===== config.mk =====
export PLATFORM = sky130hd
export DESIGN_NAME = nps_queue
export DESIGN_NICKNAME = d
export VERILOG_FILES = /design/src/rtl/nps_pkg.sv /design/src/rtl/nps_queue.sv
export SDC_FILE = /design/constraint.sdc
export NUM_CORES = 1
export LEC_CHECK = 0
export ABC_AREA = 1
export BUFFER_PORTS_ARGS = -buffer_cell sky130_fd_sc_hd__buf_2
export CORE_MARGIN = 2
export CORE_UTILIZATION = 40
export DETAILED_ROUTE_END_ITERATION = 10
export PLACE_DENSITY = 0.56
export SLEW_MARGIN = 20
export SYNTH_ARGS = -nofsm -noshare
export SYNTH_HDL_FRONTEND = slang
export SYNTH_SLANG_ARGS = --single-unit

===== constraint.sdc =====
create_clock -name aclk -period 4 [get_ports aclk]
set_input_delay 0 -clock aclk [delete_from_list [all_inputs] [get_ports aclk]]
set_output_delay 0 -clock aclk [all_outputs]
set_load 0.02 [all_outputs]

===== src/rtl/nps_pkg.sv =====
package nps_pkg;

    // Saturation value of a squared distance.
    localparam logic [63:0] DIST_MAX = 64'hFFFF_FFFF_FFFF_FFFF;

    // Rounding constant for the Q1.16 cosine product (one half of an LSB).
    localparam logic [49:0] COS_ROUND = 50'h0_0000_0000_8000;

    // Depth of the queue between the distance pipeline and the argmin stage.
    localparam int unsigned QUEUE_DEPTH = 4;
    localparam int unsigned QUEUE_PTR_W = $clog2(QUEUE_DEPTH);
    localparam int unsigned QUEUE_CNT_W = $clog2(QUEUE_DEPTH + 1);

    // Configuration register indexes.
    localparam logic [1:0] CFG_HERE_LAT   = 2'd0;
    localparam logic [1:0] CFG_HERE_LON   = 2'd1;
    localparam logic [1:0] CFG_COS_LAT    = 2'd2;
    localparam logic [1:0] CFG_HERE_VALID = 2'd3;

    typedef struct packed {
        logic [31:0] here_lat;
        logic [31:0] here_lon;
        logic [16:0] cos_lat;
        logic        here_valid;
    } cfg_t;

    // One scored candidate as it travels from the front end to the back end.
    typedef struct packed {
        logic [63:0] dist_sq;
        logic [15:0] index;
        logic        scored;
        logic        last;
    } item_t;

    // Square of a magnitude, saturated to all ones once it no longer fits.
    function automatic logic [63:0] sat_square(input logic [33:0] m);
        logic [31:0] lo;
        logic [63:0] sq;
        lo = m[31:0];
        sq = lo * lo;
        if (m[33:32] != 2'b00) begin
            sq = DIST_MAX;
        end
        return sq;
    endfunction

    function automatic logic [63:0] sat_add(input logic [63:0] a, input logic [63:0] b);
        logic [64:0] s;
        s = {1'b0, a} + {1'b0, b};
        return s[64] ? DIST_MAX : s[63:0];
    endfunction

    // Magnitude of the difference of two 32-bit signed values (fits 33 bits).
    function automatic logic [32:0] abs_diff(input logic [31:0] a, input logic [31:0] b);
        logic [32:0] d;
        d = {a[31], a} - {b[31], b};
        return d[32] ? (~d + 33'd1) : d;
    endfunction

endpackage


===== src/rtl/nps_queue.sv =====
module nps_queue (
    input  logic           aclk,
    input  logic           aresetn,
    input  logic           push,
    input  nps_pkg::item_t push_item,
    output logic           full,
    input  logic           pop,
    output logic           q_valid,
    output nps_pkg::item_t q_item
);

    nps_pkg::item_t                      mem_reg [nps_pkg::QUEUE_DEPTH];
    logic [nps_pkg::QUEUE_PTR_W-1:0]     wr_ptr_reg, rd_ptr_reg;
    logic [nps_pkg::QUEUE_CNT_W-1:0]     count_reg;

    assign full    = (count_reg == nps_pkg::QUEUE_CNT_W'(nps_pkg::QUEUE_DEPTH));
    assign q_valid = (count_reg != '0);
    assign q_item  = mem_reg[rd_ptr_reg];

    always_ff @(posedge aclk) begin
        if (!aresetn) begin
            wr_ptr_reg <= '0;
            rd_ptr_reg <= '0;
            count_reg  <= '0;
        end else begin
            if (push) begin
                wr_ptr_reg <= (wr_ptr_reg == nps_pkg::QUEUE_PTR_W'(nps_pkg::QUEUE_DEPTH - 1))
                              ? '0 : wr_ptr_reg + 1'b1;
            end
            if (pop) begin
                rd_ptr_reg <= (rd_ptr_reg == nps_pkg::QUEUE_PTR_W'(nps_pkg::QUEUE_DEPTH - 1))
                              ? '0 : rd_ptr_reg + 1'b1;
            end
            if (push && !pop) begin
                count_reg <= count_reg + 1'b1;
            end else if (pop && !push) begin
                count_reg <= count_reg - 1'b1;
            end
        end
    end

    always_ff @(posedge aclk) begin
        if (push) begin
            mem_reg[wr_ptr_reg] <= push_item;
        end
    end

    a_no_overflow: assert property (@(posedge aclk) disable iff (!aresetn)
        full |-> !push) else $error("queue written while full");
    a_no_underflow: assert property (@(posedge aclk) disable iff (!aresetn)
        !q_valid |-> !pop) else $error("queue read while empty");

endmodule


; ---- Word-level counts from Yosys, hierarchy flattened
; Memory sizes are Yosys's and may differ from the RTL's. A register that Yosys moved wholly into a read port is not among the register bits.
; Index checks and enable logic that the tools add are counted.
[op_classes]
n_mux = 8
reduce_logical = 6
addsub = 4
n_eq_ne = 3
[ops]
columns = cell, count
row1 = $mux 2, 4
row2 = $mux 3, 2
row3 = $add 2x1->2 const B, 2
row4 = $eq 2x2->1 const B, 2
row5 = $add 3x1->3 const B, 1
row6 = $eq 3x3->1 const B, 1
row7 = $reduce_bool 3->1, 1
row8 = $sub 3x1->3 const B, 1
row9 = $logic_and 1x1->1, 2
row10 = $logic_not 1->1, 2
row11 = $mux 1, 2
row12 = $reduce_bool 2->1, 1
[totals]
memories = 1
ram_bits = 328
register_bits = 7
wordCells = 25
[mem_list]
columns = memory, words, width, rd, rd_ports_with_merged_regs, write_ports, line_no
row1 = mem_reg, 4, 82, 1, 1, 1, nps_queue.sv:12  ; nps_pkg::item_t mem_reg [nps_pkg::QUEUE_DEPTH];

; ---- Logic depth before layout (Yosys ltp)
[logic_depth]
depth_word = 4
ltp_mapped = 10
depth_no_buf = 10

; ---- Least setup slack after synthesis
; OpenSTA, ideal clock, no wires.
[synth_path]
kind = register to register
start = register wr_ptr_reg[0] in the netlist's numbering
end = memory mem_reg[3][0] in the netlist's numbering, enable pin
period_less_slack_ns = 2.614
path_stages_with_launch = 4
required_time_ns = 3.564
path_slack_ns = 1.386
t_arrival_ns = 2.178
cell_sequence = dfxtp_1 > ha_1 > nand2_1 > inv_1
[synth_rtl]
columns = item, line_no
row1 = from (decl), nps_queue.sv:13  ; logic [nps_pkg::QUEUE_PTR_W-1:0] wr_ptr_reg, rd_ptr_reg;
row2 = from (signal assigned), nps_queue.sv:27  ; wr_ptr_reg <= (wr_ptr_reg == nps_pkg::QUEUE_PTR_W'(nps_pkg::QUEUE_DEPTH - 1))
row3 = to (decl), nps_queue.sv:12
; No word-level cell before the write port.

==> impl_metrics.json <==
{
  "postRouteWirelength_mm": 27.40,
  "avgRoutedWirePerCell_um": 17.87,
  "largest_reg_flops": 328,
  "insertion_delay_ps": 500,
  "die_w_um": 182.3,
  "final-setup-viol-count": 0,
  "synthToLayoutAreaGrowth_pct": 24.78,
  "postSynthNetCount": 946,
  "grt-ovfl-total": 0,
  "antenna_violations_before_repair": 0,
  "synth-warning-count": 0,
  "gp_congestion": 0.7713,
  "timing.rr.end": "mem_reg[0][63]$_DFFE_PP_",
  "rows": 65,
  "dp.final_hpwl_mm": 15.27,
  "via_count_normalized_by_instance_count": 5.037,
  "via_count_of_the_first_global_routing_pass": 7760,
  "syn_avg_cell_area_sq_um": 14.91,
  "ant_nets": 0,
  "diodes": 0,
  "core-area_sq_um": 31390,
  "clock-sinks": 337,
  "ir_worst_vdd_uv": 275.9,
  "drt_pass1_iterations": 4,
  "layout_common_cells": "edfxtp_1 (328), nor2_1 (171), buf_2 (169), o21ai_0 (87), dlygate4sd3_1 (85)",
  "num-nets-final": 1199,
  "clock.fmax_mhz": 349.7,
  "post_synth_num_cell_types": 25,
  "route.detailed.drc": 0,
  "total_global_route_track_usage_pct": 16.25,
  "buffer_ports.inserted": 169,
  "finalInstanceArea_sq_um": 15870,
  "fraction_of_layout_instances_using_a_drive_strength_above_1_pct": 23.70,
  "cp-end-kind": "output pin",
  "p_per_area_nw_per_um2": 522.2,
  "crit_path_max_fanout": 126,
  "floorplan.initialDensity_pct": 40.51,
  "arrival_ps": 2860,
  "synth.ff_latch_count": 337,
  "pin_count_of_the_biggest_net_entering_global_routing": 127,
  "grt_first_pass_wirelength_mm": 41.82,
  "gr-usage-met2_pct": 28.09,
  "grt-busiest-layer": "met2",
  "rr_worst_depth": 5,
  "final.min_clock_period_ps": 2860,
  "count_of_mapped_cells_out_of_synthesis": 853,
  "layout.filler_cells": 2695,
  "cts_h_tree_lvls": 2,
  "p_leak_nw": 5.635,
  "dieHeight_um": 182.3,
  "worstSetupStartpointType": "flip-flop",
  "maxCapViolations": 0,
  "hold_path_end": "mem_reg[0][3]$_DFFE_PP_",
  "design.die.area_sq_um": 33230,
  "post_synth_instance_area_sq_um": 12720,
  "finalMaxSlewViolations": 0,
  "timing.hold.worst_path_depth": 2,
  "grt_util_met1_pct": 20.94,
  "clock_path_buffers": 3,
  "totalNegativeSetupSlack_ps": 0,
  "io-pin-count": 170,
  "ys_dominant_reg_cell": "edfxtp_1",
  "yosysSeqAreaShare_pct": 78.87,
  "worst_slew_margin_rel_pct": 27.42,
  "clockRootBuffer": "clkbuf_16",
  "reg2reg_from": "wr_ptr_reg[0]$_SDFFE_PN0P_",
  "setup.worst_path.class": "reg -> out",
  "clock_pin_slew_on_the_worst_setup_and_hold_paths_ps": 60,
  "final_common_cell": "edfxtp_1",
  "status": "completed",
  "min_period_over_period_pct": 71.49,
  "placed_area_sq_um": 13840,
  "timing.hold.worst.start": "push_item[3]",
  "hp-class": "in -> reg",
  "route.vias.total": 7722,
  "cts_tree": "built",
  "skew_ps": 10.09,
  "synth_enable_flop_cells": 328,
  "grt_util_met3_pct": 3.273,
  "worstMarginPinSlew_ps": 1089,
  "async_flop_share_pct": 0,
  "first_iter_violations": 483,
  "critical_path_required_ps": 4000,
  "rsz0062_at_grt": "no",
  "register_to_register_setup_slack_ps": 1990,
  "cts-buffers-inserted": 36,
  "final-hold-violation-count": 0
}
## worst max-delay path, cell delays in order (launching register included)
cell     delay (ps)
dfxtp_4         450
inv_6           690
buf_4           540
nor2_1           80
o22ai_1         180
buf_2           190
## per-stage QoR
stage                     setup slack [ps]  hold slack [ps]  instances  utilization [%]  total power, mW
after global routing                 968.2            235.8       1533            50.54            8.607
after global placement                1768            215.8       1385            44.09            5.004
final                                 1140            245.1       1533            50.54            8.285
after CTS                             1148            224.8       1533            50.54            8.376
after floorplan                       1386            98.87        853                -            4.701
after detailed placement              1698            219.7       1385            44.09            5.018
## cells in the mapped netlist (6+ instances only)
| master | count | area share, % |
|---|---|---|
| buf_4 | 7 | 0.41 |
| inv_1 | 14 | 0.41 |
| clkbuf_1 | 14 | 0.41 |
| o21ai_0 | 87 | 3.4 |
| nor2_1 | 171 | 5.0 |
| dfxtp_1 | 9 | 1.4 |
| ha_1 | 6 | 0.59 |
| buf_6 | 13 | 1.2 |
| nand2_1 | 9 | 0.27 |
| o21ai_1 | 62 | 2.4 |
| buf_2 | 18 | 0.71 |
| edfxtp_1 | 328 | 77 |
| o21ai_2 | 18 | 1.2 |
| o22ai_1 | 80 | 3.9 |
## cell type report
cell class | instances | area [sq um] | area share (%)
flip-flops and latches | 337 | 10040 | 63.26
clock buffers | 40 | 937.1 | 5.906
repair buffers | 268 | 1814 | 11.43
multi-input cells | 447 | 2262 | 14.26
well taps | 402 | 503.0 | 3.170
inverters | 16 | 76.32 | 0.4810
clock inverters | 23 | 236.5 | 1.490
## kinds of logic (layout without fill, tap and decap cells)
logic type / after synthesis / in the layout / synth area share [%]
AND/OR/NAND/NOR: 187 / 187 / 5.618
buffers and inverters: 69 / 347 / 3.336
flip-flops: 337 / 337 / 78.87
adder cells (fa/ha/maj): 7 / 7 / 0.7478
AO/OA/AOI/OAI: 252 / 252 / 11.35
XOR/XNOR: 1 / 1 / 0.06889
## worst max-delay path by stage
stage                                     startpoint                       to  slack [ps]  cells past startpoint
after global routing                       flip-flop                q_item[6]         970                      5
after CTS                                  flip-flop               q_item[16]        1150                      5
after floorplan           wr_ptr_reg[0]$_SDFFE_PN0P_  mem_reg[3][0]$_DFFE_PP_        1390                      3
after global placement                     flip-flop               q_item[12]        1770                      5
after detailed placement                   flip-flop               q_item[16]        1700                      5
final                                      flip-flop                q_item[6]        1140                      5
## metal layers
layer | routed length (um) | vias to the layer above
met3 | 1263 | 38
met2 | 13520 | 183
li1 | - | 3718
met4 | 534 | 0
met5 | 0 | -
met1 | 12080 | 3783
## where the power goes
group	switching [mW]	internal, mW
combinational	0.591	0.304
clock	1.29	2.01
sequential	0.0593	4.04
total	1.94	6.35
## repair_timing
item | in CTS | in global routing
hold buffers | 85 | 0
gates resized for setup | 0 | 0
setup buffers | 0 | 0
hold endpoints to repair | 337 | 0
(Power assumes the default switching activity.)
