--- src/rtl/nps_pkg.sv ---
package nps_pkg;

    // Saturation value of a squared distance.
    localparam logic [63:0] DIST_MAX = 64'hFFFF_FFFF_FFFF_FFFF;

    // Rounding constant for the Q1.16 cosine product (one half of an LSB).
    localparam logic [49:0] COS_ROUND = 50'h0_0000_0000_8000;

    // Depth of the queue between the distance pipeline and the argmin stage.
    localparam int unsigned QUEUE_DEPTH = 4;
    localparam int unsigned QUEUE_PTR_W = $clog2(QUEUE_DEPTH);
    localparam int unsigned QUEUE_CNT_W = $clog2(QUEUE_DEPTH + 1);

    // Configuration register indexes.
    localparam logic [1:0] CFG_HERE_LAT   = 2'd0;
    localparam logic [1:0] CFG_HERE_LON   = 2'd1;
    localparam logic [1:0] CFG_COS_LAT    = 2'd2;
    localparam logic [1:0] CFG_HERE_VALID = 2'd3;

    typedef struct packed {
        logic [31:0] here_lat;
        logic [31:0] here_lon;
        logic [16:0] cos_lat;
        logic        here_valid;
    } cfg_t;

    // One scored candidate as it travels from the front end to the back end.
    typedef struct packed {
        logic [63:0] dist_sq;
        logic [15:0] index;
        logic        scored;
        logic        last;
    } item_t;

    // Square of a magnitude, saturated to all ones once it no longer fits.
    function automatic logic [63:0] sat_square(input logic [33:0] m);
        logic [31:0] lo;
        logic [63:0] sq;
        lo = m[31:0];
        sq = lo * lo;
        if (m[33:32] != 2'b00) begin
            sq = DIST_MAX;
        end
        return sq;
    endfunction

    function automatic logic [63:0] sat_add(input logic [63:0] a, input logic [63:0] b);
        logic [64:0] s;
        s = {1'b0, a} + {1'b0, b};
        return s[64] ? DIST_MAX : s[63:0];
    endfunction

    // Magnitude of the difference of two 32-bit signed values (fits 33 bits).
    function automatic logic [32:0] abs_diff(input logic [31:0] a, input logic [31:0] b);
        logic [32:0] d;
        d = {a[31], a} - {b[31], b};
        return d[32] ? (~d + 33'd1) : d;
    endfunction

endpackage

--- src/rtl/nps_back.sv ---
module nps_back (
    input  logic           aclk,
    input  logic           aresetn,
    input  logic           q_valid,
    input  nps_pkg::item_t q_item,
    output logic           q_pop,
    output logic           m_valid,
    input  logic           m_ready,
    output logic [15:0]    m_nearest_index,
    output logic [63:0]    m_nearest_dist_sq,
    output logic           m_found
);

    logic [63:0] best_dist_reg;
    logic [15:0] best_index_reg;
    logic        have_best_reg;
    logic        m_valid_reg;
    logic [15:0] out_index_reg;
    logic [63:0] out_dist_reg;
    logic        out_found_reg;

    logic        take;
    logic [63:0] dist_upd;
    logic [15:0] index_upd;
    logic        have_upd;

    // A last item needs the output register free; any other item drains at once.
    assign q_pop = q_valid && (!q_item.last || !m_valid_reg || m_ready);

    always_comb begin
        take      = q_item.scored && (!have_best_reg || (q_item.dist_sq < best_dist_reg));
        dist_upd  = take ? q_item.dist_sq : best_dist_reg;
        index_upd = take ? q_item.index   : best_index_reg;
        have_upd  = have_best_reg || take;
    end

    always_ff @(posedge aclk) begin
        if (!aresetn) begin
            best_dist_reg  <= nps_pkg::DIST_MAX;
            best_index_reg <= '0;
            have_best_reg  <= 1'b0;
            m_valid_reg    <= 1'b0;
        end else begin
            if (m_ready) begin
                m_valid_reg <= 1'b0;
            end
            if (q_pop) begin
                if (q_item.last) begin
                    m_valid_reg    <= 1'b1;
                    best_dist_reg  <= nps_pkg::DIST_MAX;
                    best_index_reg <= '0;
                    have_best_reg  <= 1'b0;
                end else begin
                    best_dist_reg  <= dist_upd;
                    best_index_reg <= index_upd;
                    have_best_reg  <= have_upd;
                end
            end
        end
    end

    always_ff @(posedge aclk) begin
        if (q_pop && q_item.last) begin
            out_index_reg <= have_upd ? index_upd : 16'd0;
            out_dist_reg  <= have_upd ? dist_upd  : nps_pkg::DIST_MAX;
            out_found_reg <= have_upd;
        end
    end

    assign m_valid           = m_valid_reg;
    assign m_nearest_index   = out_index_reg;
    assign m_nearest_dist_sq = out_dist_reg;
    assign m_found           = out_found_reg;

    a_empty_result: assert property (@(posedge aclk) disable iff (!aresetn)
        (m_valid && !m_found) |-> (m_nearest_index == 16'd0 &&
                                   m_nearest_dist_sq == nps_pkg::DIST_MAX))
        else $error("empty search reported a candidate");
    a_clear_after_last: assert property (@(posedge aclk) disable iff (!aresetn)
        (q_pop && q_item.last) |=> (!have_best_reg && m_valid))
        else $error("search state not cleared after final transaction");
    a_idle_best: assert property (@(posedge aclk) disable iff (!aresetn)
        !have_best_reg |-> (best_dist_reg == nps_pkg::DIST_MAX))
        else $error("best distance held without a candidate");

endmodule

--- config.mk ---
export PLATFORM = sky130hd
export DESIGN_NAME = nps_back
export DESIGN_NICKNAME = d
export VERILOG_FILES = /design/src/rtl/nps_pkg.sv /design/src/rtl/nps_back.sv
export SDC_FILE = /design/constraint.sdc
export NUM_CORES = 1
export LEC_CHECK = 0
export ABC_AREA = 1
export BUFFER_PORTS_ARGS = -buffer_cell sky130_fd_sc_hd__buf_4
export CORE_MARGIN = 1
export CORE_UTILIZATION = 50
export DETAILED_ROUTE_END_ITERATION = 10
export GPL_ROUTABILITY_DRIVEN = 0
export GPL_TIMING_DRIVEN = 0
export PLACE_DENSITY = 0.74
export SLEW_MARGIN = 15
export SYNTH_ARGS = -nofsm -noshare
export SYNTH_HDL_FRONTEND = slang
export SYNTH_SLANG_ARGS = --single-unit
--- constraint.sdc ---
create_clock -name aclk -period 3.05 [get_ports aclk]
set_clock_uncertainty 0.05 [all_clocks]
set_input_delay 0.305 -clock aclk [delete_from_list [all_inputs] [get_ports aclk]]
set_output_delay 0.305 -clock aclk [all_outputs]
set_load 0.05 [all_outputs]
Word-level counts from Yosys, hierarchy flattened
Index checks and enable logic that the tools add are counted.
{ "word_totals": {"output_inout_bits": 83, "ff_bits": 163, "word_cells": 26, "inputBits": 86} }
{ "classes": {"muxes": 8, "magnitude_cmp": 1, "n_reduce_logical": 10} }
{ "op_table": {"columns": ["op", "count"], "rows": [
  ["2-to-1 mux 64 bit", 2],
  ["less-than comparator 64 bit", 1],
  ["2-to-1 mux 16 bit", 2],
  ["logical OR 1 bit", 4],
  ["2-to-1 mux 1 bit", 4],
  ["logical AND 1 bit", 3],
  ["zero test 1 bit", 3]
]} }

Logic depth before layout (Yosys ltp)
{ "logic_depth": {"depth_word": 5, "ltp_mapped": 21, "depth_no_buf": 19} }

Least setup slack after synthesis
Ideal clock, no wire load.
{ "synth_timing": {"path_kind": "reg2reg", "from": "reg m_valid_reg (netlist: m_valid)", "to": "reg out_found_reg (netlist: m_found), enable pin", "setup_slack_ns": -0.365, "stages_incl_launch_ff": 9, "arrival_ns": 2.930, "period_less_slack_ns": 3.415, "setup_time_ns": 0.435, "required_ns": 2.565, "n_path_buf": 1, "path_cell_list": "dfxtp_1 inv_1 nor2_1 nand2_1 nand2_1 buf_2 inv_1 nand2_1 inv_1"} }
{ "synth_between": {"elab_chain_len": 5} }
{ "synth_lines": {"columns": ["element", "line_no", "text"], "rows": [
  ["start: declaration", "nps_back.sv:17", "logic m_valid_reg;"],
  ["start signal: assignment", "nps_back.sv:42", "m_valid_reg <= 1'b0;"],
  ["start signal: assignment", "nps_back.sv:45", "m_valid_reg <= 1'b0;"],
  ["start signal: assignment", "nps_back.sv:49", "m_valid_reg <= 1'b1;"],
  ["zero test 1 bit", "nps_back.sv:28", "assign q_pop = q_valid && (!q_item.last || !m_valid_reg || m_ready);"],
  ["logical OR 1 bit (2 in series)", "nps_back.sv:28", null],
  ["logical AND 1 bit", "nps_back.sv:28", null],
  ["via q_pop", "nps_back.sv:6", "output logic q_pop,"],
  ["logical AND 1 bit", "nps_back.sv:63", "if (q_pop && q_item.last) begin"],
  ["end signal: assignment", "nps_back.sv:66", "out_found_reg <= have_upd;"],
  ["end: declaration", "nps_back.sv:20", "logic out_found_reg;"]
]} }
The timed path passes the listed nets, and every way through them passes these cells.
A chain may end at the register's enable or synchronous reset.

Worst setup path after layout
{ "layout_timing": {"from": "reg best_dist_reg[63]", "to": "reg out_dist_reg[6] (netlist: m_nearest_dist_sq[6]), data pin"} }
{ "layout_between": {"elab_chain_len": 4, "elab_cells_between_ends": 5, "cone_classes": "order compare: 1; mux: 1; reduce/logical: 3"} }
{ "layout_lines": {"columns": ["element", "line_no", "text"], "rows": [
  ["start: declaration", "nps_back.sv:14", "logic [63:0] best_dist_reg;"],
  ["start signal: assignment", "nps_back.sv:39", "best_dist_reg <= nps_pkg::DIST_MAX;"],
  ["start signal: assignment", "nps_back.sv:50", "best_dist_reg <= nps_pkg::DIST_MAX;"],
  ["start signal: assignment", "nps_back.sv:54", "best_dist_reg <= dist_upd;"],
  ["less-than comparator 64 bit (*)", "nps_back.sv:31", "take = q_item.scored && (!have_best_reg || (q_item.dist_sq < best_dist_reg));"],
  ["logical OR 1 bit (*)", "nps_back.sv:31", null],
  ["logical AND 1 bit (*)", "nps_back.sv:31", null],
  ["2-to-1 mux 64 bit / logical OR 1 bit (equally long branches)", "nps_back.sv:32, nps_back.sv:34", null],
  ["end signal: assignment", "nps_back.sv:65", "out_dist_reg <= have_upd ? dist_upd : nps_pkg::DIST_MAX;"],
  ["end: declaration", "nps_back.sv:19", "logic [63:0] out_dist_reg;"]
]} }
Every way passes the cells marked *; elsewhere a longest branch is shown, timed or not.

==> results.txt <==
Synth cell types - 22
Post-layout util - 65.7%
Most common cell on crit path - nand2_1
Tmin final - 2820 ps
Starting density of the core - 51.1%
WP data arrival - 2930 ps
Worst hold path startpoint - aresetn
DP Area - 9700 um^2
WP data required - 3160 ps
Core Region - 15800 um^2
Max Cap Viol - 0
P_leak - 4.83 nW
Power Total - 5.83 mW
Area growth from synthesis to layout - 28.5%
Synth area leader - edfxtp_1
Setup ws final - 229 ps
Worst Path Max Fanout - 10
DP Worst Slack - 179 ps
Power Density - 561 nW/um^2
Synth top area share - 30.1%
Fin area - 10400 um^2
Final wirelength - 20.0 mm
Slew Limit Headroom - 60.3%
Max-slew violation count - 0
Final hold slack - 55.2 ps
Critical path, cell by cell - inv_1 -> ha_4 -> nand4_1 -> nor3_2 -> nand2_2 -> or2_1 -> nand2_1 -> nor2_1 -> nand2_2 -> nand2_4 -> nand2_8 -> buf_12 -> buf_6 -> nand2_1 -> o21ai_1 -> nand2_1
Largest stage delay, worst path - 340 ps
Final HPWL DP - 14.5 mm
Drt via density - 5.16
Crit end category - register
Crit share post-route - 92.5%
Post-DRT Antenna Nets - 0
# fillers - 1350
R2R cell count - 16
Hold Path Sink - m_valid$_SDFF_PN0_
Number of H-tree levels - 4
Seq/Total Area, Yosys - 50.3%
Vias - 7099
Register bit total from synthesis - 163
Clock latency on the worst-skew pair - 420 ps
Top post-synthesis cells by area - edfxtp_1 30%, dfxtp_1 20%, nand2_1 11%, ha_1 9.7%, a21oi_1 7.0%
TritonCTS clock tree - done
Post-Synthesis Cells - 959
Hold buffers post-CTS - 0
Worst Path Buf+Inv - 3
Die W - 129 um
Clock Tree Buf Depth - 2
Critical Path Source Type - register
ANT cells - 0
Synth Area in Adders - 9.74%
Initial DRC Count - 350
Largest family of logic cells by synthesized area - compound AO/OA/AOI/OAI gates
Critical path depth - 16
Die area - 16700 um^2
CTS clk-pin slew, worst paths - 60 ps
Sum of negative setup slack - 0 ps
Setup violators final - 0
XOR/XNOR Fraction of Synth Area - 0%
CTS buffer count - 17
Status - finished clean
Syn Area/Cell - 8.44 um^2
Simple-gate share of the synthesized area - 15.7%
Vias in the first global route - 6623
Pin slew with the least headroom to its limit - 596 ps
Post-Layout Cell Count - 1377
Final hold vios - 0
First-pass GRT wire length - 31.6 mm
Placed cells - 1345
Largest net degree at the start of global routing - 26
Worst R2R Setup Slack - 230 ps
Wirelength per Cell - 14.5 um
Mapped Area - 8090 um^2
Area fraction in compound gates after synthesis - 15.8%
Syn nets - 1108
CTS sink cnt - 163
Max Freq - 354 MHz
Initial antenna violation count - 0
Grt total ovfl - 0
Die height - 129 um
DRC - 0
Fraction of synthesized area in multiplexers - 0%
Crit path max-delay family - simple AND/OR/NAND/NOR gates
FF-to-FF End - m_nearest_dist_sq[6]$_SDFFCE_PP1P_
IO buf count - 167
CP Class - register to register
Hold Path Class - primary input to register
I/O Pins - 169
Pre-Repair DR Iteration Count - 5
Layout cells sized above 1 - 19.6%
Total GRT Usage - 24.3%
Area of the multi-input gates - 3360 um^2
Synth warn - 0
Max IR drop VDD - 0.424 mV
Worst reg2reg path startpoint - best_dist_reg[63]$_SDFFE_PN1P_
Final Net Count - 1297
Critical-path top delay cell - dfxtp_1
Hold depth - 3
Clk root buf - clkbuf_16
Register area - 4080 um^2
Row cnt - 46
worst min-delay path: stages:
cell     delay (ps)
buf_4            90
o21ai_1          50
inv_1            50
routing by layer:
layer,GRT usage (%),part of all wire (%),up-vias
met4,10.4,2.4,0
met3,4.67,5.6,34
met2,40.3,48,211
met5,0,0,-
met1,31.0,44,3269
li1,-,-,3585
cell usage after synthesis, drive strengths merged:
| cell type | n |
|---|---|
| nand2 | 234 |
| o21ai | 139 |
| a21oi | 113 |
| inv | 113 |
| dfxtp | 82 |
| edfxtp | 81 |
| ha | 63 |
| nand3 | 35 |
| nor2 | 35 |
| clkbuf | 33 |
| buf | 18 |
| nand4 | 5 |
| nor3 | 5 |
| o211ai | 2 |
| or2 | 1 |
cell families (layout without fill, tap and decap cells):
| group | after synthesis | count (layout) |
|---|---|---|
| buf+inv | 164 | 366 |
| flops | 163 | 163 |
| compound gates | 254 | 254 |
| simple gates | 315 | 315 |
| fa+ha+maj | 63 | 63 |
cells in the final DEF (no fill, tap or decap), drive strengths merged:
| cell type | instances |
|---|---|
| nand2 | 234 |
| buf | 188 |
| o21ai | 139 |
| a21oi | 113 |
| inv | 113 |
| dfxtp | 82 |
| edfxtp | 81 |
| ha | 63 |
| clkbuf | 54 |
| nor2 | 35 |
| nand3 | 35 |
| clkinvlp | 5 |
| nand4 | 5 |
| nor3 | 5 |
| bufinv | 4 |
| o211ai | 2 |
| clkinv | 2 |
| or2 | 1 |
report_power, final:
part,internal [mW],switching (mW)
Clock,1.51,0.876
Sequential,2.43,0.0468
Combinational,0.337,0.629
layout make-up:
| class | instances | share of cell area, % |
|---|---|---|
| multi-input combinational | 632 | 32.3 |
| buffer | 51 | 2.55 |
| tap | 216 | 2.60 |
| clock buffer | 21 | 4.84 |
| clock inverter | 11 | 1.62 |
| sequential | 163 | 39.2 |
| timing repair buffer | 170 | 12.8 |
| inverter | 113 | 4.11 |
what timing repair did:
action	CTS	global route
setup buffers	0	0
gates resized for setup	0	6
setup endpoints to repair	0	26
how the worst max path moves through the flow:
stage | startpoint | endpoint | slack (ps)
after floorplan | m_valid$_SDFF_PN0_ | m_found$_DFFE_PP_ | 50
after global placement | m_ready | m_nearest_dist_sq[25]$_SDFFCE_PP1P_ | -490
after detailed placement | q_item[81] | m_nearest_dist_sq[31]$_SDFFCE_PP1P_ | 180
after CTS | best_dist_reg[63]$_SDFFE_PN1P_ | m_nearest_dist_sq[31]$_SDFFCE_PP1P_ | 210
after global routing | best_dist_reg[63]$_SDFFE_PN1P_ | m_nearest_dist_sq[15]$_SDFFCE_PP1P_ | -10
final | best_dist_reg[63]$_SDFFE_PN1P_ | m_nearest_dist_sq[6]$_SDFFCE_PP1P_ | 230
No activity file was read; power rests on OpenSTA's default activity.
